<file path="src/rtl/core/tpsd_pkg.sv">
// Package for the TGA pixel stream decoder.
// Holds the configuration register indexes, the fixed field widths, the pixel size reset value and the masks.
// It depends on nothing else and is imported by the top level.
package tpsd_pkg;

  // Index of each configuration register on the write port.
  typedef enum logic [1:0] {
    REG_BYTES_PER_PIXEL  = 2'd0,
    REG_RUN_LENGTH_CODED = 2'd1,
    REG_IMAGE_WIDTH      = 2'd2,
    REG_IMAGE_HEIGHT     = 2'd3
  } cfg_reg_t;

  localparam int unsigned CFG_DATA_W  = 16;
  localparam int unsigned PIX_COUNT_W = 32;

  // Reset value of the pixel size register.
  localparam logic [2:0] BPP_RESET = 3'd4;

  // Masks for the 16-bit 5-5-5 pixel layout and the packet header count.
  localparam logic [7:0] MASK_HI_RED   = 8'h7c;
  localparam logic [7:0] MASK_HI_GREEN = 8'h03;
  localparam logic [7:0] MASK_LO_GREEN = 8'he0;
  localparam logic [7:0] MASK_LO_BLUE  = 8'h1f;
  localparam logic [7:0] MASK_ALPHA    = 8'h80;
  localparam logic [7:0] MASK_COUNT    = 8'h7f;

endpackage

</file>
<file path="src/rtl/core/tga_pixel_stream_decoder.sv">
// Top level of the TGA pixel stream decoder: uncompressed and run-length
// truecolour pixel bytes in, one decoded colour per pixel or run out.
// Depends on tpsd_pkg for register indexes, widths and masks.
//
//   channel | direction | handshake             | payload
//   --------+-----------+-----------------------+--------------------------------
//   in_     | input     | in_valid / in_ready   | in_data_byte
//   out_    | output    | out_valid / out_ready | red, green, blue, alpha,
//           |           |                       | repeat_res, image_done
//   cfg_    | input     | cfg_we                | cfg_index, cfg_wdata
//
// One byte is taken per cycle while in_ready is high. Each byte updates the stream state in the
// cycle it is accepted, and a completed pixel lands in the output register
// at the same edge, so its result is visible in the cycle after the transfer.
// The output register is the only buffer: while it holds a result that is
// not taken, in_ready is low. Reset is synchronous and active low; the
// pixel size resets to 4 bytes, awaiting_r to one, other control to zero.
module tga_pixel_stream_decoder
  import tpsd_pkg::*;
(
  input  logic                  clk,
  input  logic                  rst_n,

  input  logic                  in_valid,
  output logic                  in_ready,
  input  logic [7:0]            in_data_byte,

  output logic                  out_valid,
  input  logic                  out_ready,
  output logic [7:0]            out_red,
  output logic [7:0]            out_green,
  output logic [7:0]            out_blue,
  output logic [7:0]            out_alpha,
  output logic [7:0]            out_repeat_res,
  output logic                  out_image_done,

  input  logic                  cfg_we,
  input  logic [1:0]            cfg_index,
  input  logic [CFG_DATA_W-1:0] cfg_wdata
);

  // Configuration registers and the registered pixel total.
  logic [2:0]             bpp_r;
  logic                   rle_r;
  logic [15:0]            width_r;
  logic [15:0]            height_r;
  logic [PIX_COUNT_W-1:0] total_r, total_nxt;

  // Stream state.
  logic                   awaiting_r, awaiting_nxt;
  logic [1:0]             pos_r, pos_nxt;
  logic [23:0]            partial_r, partial_nxt;
  logic [7:0]             left_r, left_nxt;
  logic                   run_r, run_nxt;
  logic [PIX_COUNT_W-1:0] done_cnt_r, done_cnt_nxt;

  // Output register.
  logic                   out_valid_r, out_valid_nxt;
  logic [7:0]             red_r, red_nxt;
  logic [7:0]             green_r, green_nxt;
  logic [7:0]             blue_r, blue_nxt;
  logic [7:0]             alpha_r, alpha_nxt;
  logic [7:0]             rep_r, rep_nxt;
  logic                   img_done_r, img_done_nxt;

  logic                   in_xfer;
  logic                   out_xfer;

  assign in_ready = !out_valid_r || out_ready;
  assign in_xfer  = in_valid && in_ready;
  assign out_xfer = out_valid_r && out_ready;

  // The product is formed as the width or height is written, so the total
  // is current as soon as the register itself is.
  always_comb begin
    total_nxt = total_r;
    if (cfg_we) begin
      if (cfg_index == REG_IMAGE_WIDTH) begin
        total_nxt = PIX_COUNT_W'(cfg_wdata) * PIX_COUNT_W'(height_r);
      end else if (cfg_index == REG_IMAGE_HEIGHT) begin
        total_nxt = PIX_COUNT_W'(width_r) * PIX_COUNT_W'(cfg_wdata);
      end
    end
  end

  always_ff @(posedge clk) begin
    if (!rst_n) begin
      bpp_r    <= BPP_RESET;
      rle_r    <= 1'b0;
      width_r  <= '0;
      height_r <= '0;
      total_r  <= '0;
    end else begin
      total_r <= total_nxt;
      if (cfg_we) begin
        unique case (cfg_index)
          REG_BYTES_PER_PIXEL:  bpp_r    <= cfg_wdata[2:0];
          REG_RUN_LENGTH_CODED: rle_r    <= cfg_wdata[0];
          REG_IMAGE_WIDTH:      width_r  <= cfg_wdata;
          REG_IMAGE_HEIGHT:     height_r <= cfg_wdata;
          default:              ;
        endcase
      end
    end
  end

  // Per-byte decode: clear check, packet header, byte gathering and pixel
  // completion, all settled within the cycle of the transfer.
  logic [PIX_COUNT_W:0]   diff;
  logic                   stale;
  logic [PIX_COUNT_W-1:0] remaining;
  logic [2:0]             nbytes;
  logic [7:0]             q0, q1, q2, q3;
  logic [7:0]             left_use;
  logic [7:0]             rep;
  logic                   last_pix;

  always_comb begin
    diff      = {1'b0, total_r} - {1'b0, done_cnt_r};
    stale     = diff[PIX_COUNT_W] || (diff[PIX_COUNT_W-1:0] == '0);
    remaining = stale ? total_r : diff[PIX_COUNT_W-1:0];

    // Out-of-range pixel sizes fold onto the nearest legal one.
    unique case (bpp_r)
      3'd0, 3'd1, 3'd2: nbytes = 3'd2;
      3'd3:             nbytes = 3'd3;
      default:          nbytes = 3'd4;
    endcase

    // Start from the state as it stands after any stale-image clear.
    awaiting_nxt = stale ? 1'b1  : awaiting_r;
    pos_nxt      = stale ? 2'd0  : pos_r;
    partial_nxt  = stale ? 24'd0 : partial_r;
    left_nxt     = stale ? 8'd0  : left_r;
    run_nxt      = stale ? 1'b0  : run_r;
    done_cnt_nxt = stale ? '0    : done_cnt_r;

    q0 = partial_nxt[7:0];
    q1 = partial_nxt[15:8];
    q2 = partial_nxt[23:16];
    q3 = 8'd0;
    unique case (nbytes)
      3'd2:    q1 = in_data_byte;
      3'd3:    q2 = in_data_byte;
      default: q3 = in_data_byte;
    endcase

    left_use = (left_nxt == 8'd0) ? 8'd1 : left_nxt;
    rep      = 8'd1;
    last_pix = 1'b0;

    out_valid_nxt = out_valid_r && !out_xfer;
    red_nxt       = red_r;
    green_nxt     = green_r;
    blue_nxt      = blue_r;
    alpha_nxt     = alpha_r;
    rep_nxt       = rep_r;
    img_done_nxt  = img_done_r;

    if (!in_xfer) begin
      awaiting_nxt = awaiting_r;
      pos_nxt      = pos_r;
      partial_nxt  = partial_r;
      left_nxt     = left_r;
      run_nxt      = run_r;
      done_cnt_nxt = done_cnt_r;
    end else if (total_r == '0) begin
      // An empty image swallows the byte; only the clear above applies.
    end else if (rle_r && awaiting_nxt) begin
      // Packet header: count of 1 to 128 and the run flag.
      left_nxt     = (in_data_byte & MASK_COUNT) + 8'd1;
      run_nxt      = in_data_byte[7];
      awaiting_nxt = 1'b0;
    end else if (({1'b0, pos_nxt} + 3'd1) < nbytes) begin
      // Gather another byte of the pixel, little-endian.
      unique case (pos_nxt)
        2'd0:    partial_nxt[7:0]   = partial_nxt[7:0]   | in_data_byte;
        2'd1:    partial_nxt[15:8]  = partial_nxt[15:8]  | in_data_byte;
        default: partial_nxt[23:16] = partial_nxt[23:16] | in_data_byte;
      endcase
      pos_nxt = pos_nxt + 2'd1;
    end else begin
      partial_nxt = 24'd0;
      pos_nxt     = 2'd0;

      // Packet bookkeeping in run-length mode.
      if (rle_r) begin
        if (run_nxt) begin
          rep      = left_use;
          left_nxt = 8'd0;
        end else begin
          left_nxt = left_use - 8'd1;
        end
        if (left_nxt == 8'd0) begin
          awaiting_nxt = 1'b1;
        end
      end

      // Clip the repeat to the pixels left in the image.
      if ((remaining[PIX_COUNT_W-1:8] == '0) && (rep >= remaining[7:0])) begin
        rep      = remaining[7:0];
        last_pix = 1'b1;
      end
      done_cnt_nxt = done_cnt_nxt + {{(PIX_COUNT_W-8){1'b0}}, rep};

      if (last_pix) begin
        awaiting_nxt = 1'b1;
        pos_nxt      = 2'd0;
        partial_nxt  = 24'd0;
        left_nxt     = 8'd0;
        run_nxt      = 1'b0;
        done_cnt_nxt = '0;
      end

      // Colour expansion.
      if (nbytes == 3'd2) begin
        red_nxt   = (q1 & MASK_HI_RED) << 1;
        green_nxt = ((q1 & MASK_HI_GREEN) << 6) | ((q0 & MASK_LO_GREEN) >> 2);
        blue_nxt  = (q0 & MASK_LO_BLUE) << 3;
        alpha_nxt = q1 & MASK_ALPHA;
      end else begin
        red_nxt   = q2;
        green_nxt = q1;
        blue_nxt  = q0;
        alpha_nxt = q3;
      end
      rep_nxt       = rep;
      img_done_nxt  = last_pix;
      out_valid_nxt = 1'b1;
    end
  end

  always_ff @(posedge clk) begin
    if (!rst_n) begin
      awaiting_r  <= 1'b1;
      pos_r       <= 2'd0;
      partial_r   <= 24'd0;
      left_r      <= 8'd0;
      run_r       <= 1'b0;
      done_cnt_r  <= '0;
      out_valid_r <= 1'b0;
    end else begin
      awaiting_r  <= awaiting_nxt;
      pos_r       <= pos_nxt;
      partial_r   <= partial_nxt;
      left_r      <= left_nxt;
      run_r       <= run_nxt;
      done_cnt_r  <= done_cnt_nxt;
      out_valid_r <= out_valid_nxt;
    end
  end

  // Result payload carries no reset.
  always_ff @(posedge clk) begin
    red_r      <= red_nxt;
    green_r    <= green_nxt;
    blue_r     <= blue_nxt;
    alpha_r    <= alpha_nxt;
    rep_r      <= rep_nxt;
    img_done_r <= img_done_nxt;
  end

  assign out_valid      = out_valid_r;
  assign out_red        = red_r;
  assign out_green      = green_r;
  assign out_blue       = blue_r;
  assign out_alpha      = alpha_r;
  assign out_repeat_res = rep_r;
  assign out_image_done = img_done_r;

  // A flagged result always leaves the pixel count cleared behind it.
  a_done_clears_count: assert property (@(posedge clk) disable iff (!rst_n)
    out_valid_r && img_done_r |-> done_cnt_r == '0)
    else $error("pixel count not cleared after end of image");

  // Every result covers at least one pixel.
  a_repeat_nonzero: assert property (@(posedge clk) disable iff (!rst_n)
    out_valid_r |-> rep_r != 8'd0)
    else $error("result with zero repeat");

  // The input stalls only behind a result that is waiting.
  a_stall_cause: assert property (@(posedge clk) disable iff (!rst_n)
    !in_ready |-> out_valid_r && !out_ready)
    else $error("input stalled without a waiting result");

endmodule
</file>
<file path="config.mk">
export PLATFORM = sky130hd
export DESIGN_NAME = tga_pixel_stream_decoder
export DESIGN_NICKNAME = d
export VERILOG_FILES = /design/src/rtl/core/tpsd_pkg.sv /design/src/rtl/core/tga_pixel_stream_decoder.sv
export SDC_FILE = /design/constraint.sdc
export NUM_CORES = 2
export LEC_CHECK = 0
export ABC_AREA = 1
export BUFFER_PORTS_ARGS = -buffer_cell sky130_fd_sc_hd__buf_2
export CAP_MARGIN = 10
export CORE_MARGIN = 3
export CORE_UTILIZATION = 50
export CTS_CLUSTER_DIAMETER = 200
export DETAILED_ROUTE_END_ITERATION = 8
export MAX_ROUTING_LAYER = met4
export PLACE_DENSITY = 0.69
export SYNTH_ARGS = -nofsm -noshare
export SYNTH_HDL_FRONTEND = slang
export SYNTH_SLANG_ARGS = --single-unit
</file>
<file path="constraint.sdc">
create_clock -name clk -period 6.5 [get_ports clk]
set_input_delay 0 -clock clk [delete_from_list [all_inputs] [get_ports clk]]
set_output_delay 0 -clock clk [all_outputs]
set_load 0.01 [all_outputs]
</file>
# After elaboration in Yosys (flattened, before gate mapping)
# Index checks and enable logic that the tools add are counted.
# W data, S select, Z words.
# totals
elab_cells	146
in_bits	31
register_bits	178
# op_classes
addsub	6
n_eq_ne	9
order_cmp	2
mul	2
muxes	72
reduce_logical	27
bitwise	7
# ops
operator	count
$mux W8	34
$mux W32	8
$mux W24	4
$logic_not A32 Y1	2
$mul A16 B16 Y32	2
$sub A32 B32 Y33	1
$add A32 B8 Y32	1
$logic_not A24 Y1	1
$or A8 B8 Y8	3
$mux W1	21
$logic_not A8 Y1	2
$eq A3 B2 Y1 const B	4
$reduce_and A2 Y1	5
$add A7 B1 Y8 const B	1
$ge A8 B8 Y1	1
$mux W2	4
$or A8 B6 Y8	1
$sub A8 B1 Y8 const B	1
$pmux W3 S2	1
$logic_and A1 B1 Y1	5
$eq A2 B1 Y1 const B	2
$eq A2 B2 Y1 const B	2
$logic_not A2 Y1	2
$reduce_and A4 Y1	1
11 further kinds	16

# Logic depth before layout (Yosys ltp)
# logic_depth
depth_word	24
depth_mapped	56
ltp_nobuf	56

# Worst setup path before layout
# OpenSTA, ideal clock, no wires.
# synth_path
path_type	register -> register
from	reg total_r[0]
to	reg done_cnt_r[31]
setup_time_ns	0.119
stages_incl_launch_ff	54
arrival_ns	6.504
required_time_ns	6.381
path_slack_ns	-0.124
path_cell_list	dfxtp_1 inv_1 ha_1 fa_1 inv_1 nand3_1 nand2_2 nand2_1 nand2_1 nand2_1 nand2_1 nand2_1 nand3_1 nand2_1 nor2_1 nand2_1 nor2_2 nand3_4 [18 not listed] ha_1 nand3_1 nand2_1 a21oi_1 o21bai_1 nand2_1 o21ai_0 inv_1 nor2_1 nor2_1 nor3_2 nand4_2 nor2_4 nand4_1 nor2_1 nand3_1 nand3_1 a21oi_1
# synth_via
elab_chain_cells	24
elab_cells_between_ends	39
classes_between	add/sub: 3; order compare: 2; mux: 27; reduce/logical: 7
# synth_lines
item	line	text
start, declared	tga_pixel_stream_decoder.sv:47	logic [PIX_COUNT_W-1:0] total_r, total_nxt;
start signal, assigned	tga_pixel_stream_decoder.sv:94	total_r <= total_nxt;
$sub A32 B32 Y33	tga_pixel_stream_decoder.sv:119	diff = {1'b0, total_r} - {1'b0, done_cnt_r};
$logic_not A32 Y1	tga_pixel_stream_decoder.sv:120	stale = diff[PIX_COUNT_W] || (diff[PIX_COUNT_W-1:0] == '0);
$logic_or A1 B1 Y1	tga_pixel_stream_decoder.sv:120	
$mux W8	tga_pixel_stream_decoder.sv:134	left_nxt = stale ? 8'd0 : left_r;
$logic_not A8 Y1	tga_pixel_stream_decoder.sv:148	left_use = (left_nxt == 8'd0) ? 8'd1 : left_nxt;
$mux W8	tga_pixel_stream_decoder.sv:148	
$mux W8	tga_pixel_stream_decoder.sv:188	if (run_nxt) begin
$mux W8	tga_pixel_stream_decoder.sv:187	if (rle_r) begin
[8 not listed]	-	
$mux W8	tga_pixel_stream_decoder.sv:169	end else if (rle_r && awaiting_nxt) begin
$mux W8	tga_pixel_stream_decoder.sv:167	end else if (total_r == '0) begin
$mux W8	tga_pixel_stream_decoder.sv:160	if (!in_xfer) begin
$add A32 B8 Y32	tga_pixel_stream_decoder.sv:204	done_cnt_nxt = done_cnt_nxt + {{(PIX_COUNT_W-8){1'b0}}, rep};
$mux W32	tga_pixel_stream_decoder.sv:206	if (last_pix) begin
$mux W32	tga_pixel_stream_decoder.sv:174	end else if (({1'b0, pos_nxt} + 3'd1) < nbytes) begin
$mux W32	tga_pixel_stream_decoder.sv:169	
$mux W32 (*)	tga_pixel_stream_decoder.sv:167	
end signal, assigned	tga_pixel_stream_decoder.sv:248	done_cnt_r <= done_cnt_nxt;
end, declared	tga_pixel_stream_decoder.sv:55	logic [PIX_COUNT_W-1:0] done_cnt_r, done_cnt_nxt;
# Mark *: on every way between the ends. The rest lies on a longest branch, timed or not. The select of a mux whose other input is x is not followed.
# A chain may end at the register's enable or synchronous reset.

# Worst setup path in the final report
# layout_path
from	reg total_r[0]
to	reg done_cnt_r[19]
# Same word-level chain as after synthesis.

==> flow_metrics.py <==
metrics = {
    "status": {
        "outcome": "complete, but fails checks",
        "violations": "setup timing",
    },
    "flow_run": {
        "cap_violations": 0,
    },
    "global_routing": {
        "grt_start_max_net_pins": 78,
        "antenna_found_initial": 1,
        "grt_first_pass_wirelength_mm": 139.2,
        "grt_overflow": 0,
        "grtUsageTotal_pct": 28.46,
        "grt_pass1_vias": 27540,
    },
    "sta": {
        "fin_crit_ns": 6.763,
        "setup_viol": 20,
        "rsz0062_at_grt": "true",
        "maxSlewViolCount": 0,
        "max_freq_mhz": 147.9,
        "tns_ns": -2.986,
        "relSlewSlack_pct": 23.30,
        "worstMarginPinSlew_ns": 1.146,
        "layout_setup_ws_ns": -0.2634,
        "fin_skew_ns": 0.01522,
        "finalHoldViolCount": 0,
        "post-route-period-util_pct": 104.1,
    },
    "setup_path": {
        "worstSetupPathType": "reg -> reg",
        "critPathCaptureType": "register",
        "cp.arrival_ns": 7.18,
        "worstPathRequired_ns": 6.91,
        "critPathSlowestCell": "fa_2",
        "cp_slowest_stage_delay_ns": 0.39,
        "r2r_cells": 50,
        "worstPathMaxFanout": 8,
        "cp_common_cell": "nand2_4",
        "start_kind": "register",
    },
    "die": {
        "die_x_um": 248.5,
        "die_area_sq_um": 61750,
        "placementRows": 88,
        "io_pins": 74,
        "die_y_um": 248.5,
        "design.core.area_sq_um": 57920,
        "start_util_pct": 50.77,
    },
    "drt": {
        "drtIter0Drc": 1753,
        "via_per_inst": 5.270,
        "wl_per_cell_um": 16.45,
        "detail-route-antenna-nets": 0,
        "num_vias": 27360,
        "drt_wl_total_mm": 85.43,
        "route.detailed.drc": 0,
        "drt_pass1_iterations": 5,
    },
    "layout": {
        "most-common-layout-cells": "1052 x nand2_1, 915 x inv_1, 388 x fa_1",
        "multi_input_area_sq_um": 22050,
        "fin_nets": 5098,
        "area_growth_pct": 18.04,
        "layout-drive-gt1-share_pct": 17.40,
        "regArea_sq_um": 4021,
        "fillers": 5285,
        "layout_commonest_cell": "nand2_1",
        "final_util_pct": 59.92,
        "stdcell_area_sq_um": 34710,
    },
    "clock_network": {
        "path_clk_slew_ns": 0.09,
        "cts_inserted_buffers": 17,
        "cts_sinks": 178,
        "cts_max_path_buffers": 2,
        "clock_latency_ns": 0.49,
        "clockRootBuffer": "clkbuf_16",
        "cts_tree": "done",
        "cts_max_level": 4,
    },
    "placed_design": {
        "placed_area_sq_um": 32120,
        "gp_congestion": 0.9315,
        "hpwl_mm": 65.23,
        "dp_worst_setup_slack_ns": -0.4938,
        "portBuffers": 73,
    },
    "yosys": {
        "synth_cell_types": 64,
        "synth-seq-cells": 178,
        "synth_area_leaders": "fa_1 27%, nand2_1 14%, inv_1 12%, ha_1 11%, dfxtp_1 9.3%",
        "syn_area_sq_um": 29400,
        "syn_area_per_cell_sq_um": 7.109,
        "ys_warn_count": 0,
        "ys_seq_area_share_pct": 13.52,
        "synth_flop_cell": "dfxtp_1",
        "synth-async-reset-ratio_pct": 0,
        "syn_nets": 4821,
        "yosysTopAreaCellShare_pct": 26.55,
        "synth_cells": 4136,
        "synth_top_cell_by_area": "fa_1",
        "synth_edf_count": 41,
    },
    "power": {
        "ir_drop_mv": 0.2279,
        "finalPower_mw": 5.545,
        "leakagePower_nw": 18.15,
        "powerDensity_nw_per_um2": 159.8,
    },
    "worst_hold_path": {
        "hp-class": "in -> reg",
        "hold-path-cell-count": 4,
    },
}
## what timing repair did
item,4_1_cts,5_1_grt
gates resized for setup,73,212
pin swaps,42,86
gates cloned,0,0
setup endpoints to repair,25,40
endpoints found under the hold margin,40,0
setup buffers,72,17
hold buffers,22,0
## worst paths after layout
check | start | endpoint | slack [ns]
setup / recovery | total_r[0]$_SDFFE_PN0P_ | done_cnt_r[19]$_SDFFE_PN0P_ | -0.26
hold / removal | cfg_wdata[10] | height_r[10]$_SDFFE_PN0P_ | 0.05
setup reg to reg | total_r[0]$_SDFFE_PN0P_ | done_cnt_r[19]$_SDFFE_PN0P_ | -0.26
hold reg to reg | partial_r[8]$_SDFFE_PN0P_ | partial_r[8]$_SDFFE_PN0P_ | 0.47
## cells by family (layout without fill, tap and decap cells)
group / Yosys count / after routing / synth area share [%]
buf+inv: 1152 / 1442 / 15.00
flops: 178 / 178 / 13.52
other cells: 0 / 1 / 0
fa+ha+maj: 654 / 654 / 37.79
xor+xnor: 42 / 42 / 1.251
compound gates: 528 / 528 / 10.00
simple gates: 1582 / 1582 / 22.44
## report_power, final
group | switching (mW) | total, mW | leakage, nW | internal (mW)
clock network | 0.607 | 1.14 | 0.298 | 0.532
logic | 1.93 | 3.15 | 16.3 | 1.23
registers | 0.0653 | 1.25 | 1.52 | 1.19
## cell type report
cell class                 instances  area share (%)
timing repair buffer             456           9.975
clock inverter                    15          0.5696
inverter                         954           10.35
antenna                            1        0.007210
tap                              765           2.758
clock buffer                      17           1.226
multi-input combinational       2806           63.52
sequential                       178           11.59
## stage by stage
step / hold slack (ns) / std cells
finish: 0.05494 / 5192
global route: 0.05736 / 5191
CTS: 0.01794 / 5183
detailed placement: 0.3353 / 5057
global placement: 0.3182 / 5057
floorplan: 0.1278 / 4136
## cells in the mapped netlist, types with 5 or more instances
library cell	count
o221ai_1	6
nand2_4	5
and2_1	6
nor2_1	220
xor2_1	22
nand4_1	26
nor2_2	24
dfxtp_1	137
o21ai_0	196
ha_1	264
xnor2_1	20
a21oi_1	229
nand2_1	1097
a31oi_1	5
clkinv_1	5
o211ai_1	34
nor2_4	9
nand2_2	10
o21ai_1	8
a221oi_1	8
fa_1	390
inv_2	22
edfxtp_1	41
a2111oi_0	5
inv_1	926
o21bai_1	7
clkbuf_1	180
nor3_2	5
buf_2	8
nor3_1	22
nor4_1	7
nand3_1	130
## routing by layer
metal	up-vias	part of all wire (%)	wire, um	GRT usage [%]
li1	13080	-	-	-
met1	13120	43	36350	36.12
met2	944	48	40740	46.51
met3	214	6.3	5345	4.016
met4	0	3.5	2994	10.39
met5	-	0	0	-
## worst max-delay path, delay by kind of cell (launching register included)
kind                       cells  cell delay (ns)
xor gates and xnor gates       1             0.06
DFF                            1             0.34
buffers and inverters         10             1.04
AOI/OAI and AO/OA             11             1.34
adders and majority gates      4             1.09
and+or+nand+nor               24             2.79
## sequential cells by signal (all words and copies together) (netlist names), 2 cells and up
signal and flops:
height_r 16, out_red 8, pos_r 2, out_repeat_res 8
partial_r 24, out_green 8, width_r 16, out_alpha 8
out_blue 8, done_cnt_r 32, left_r 8, total_r 32
bpp_r 3
Note: power is estimated with default switching activity, not from simulation.
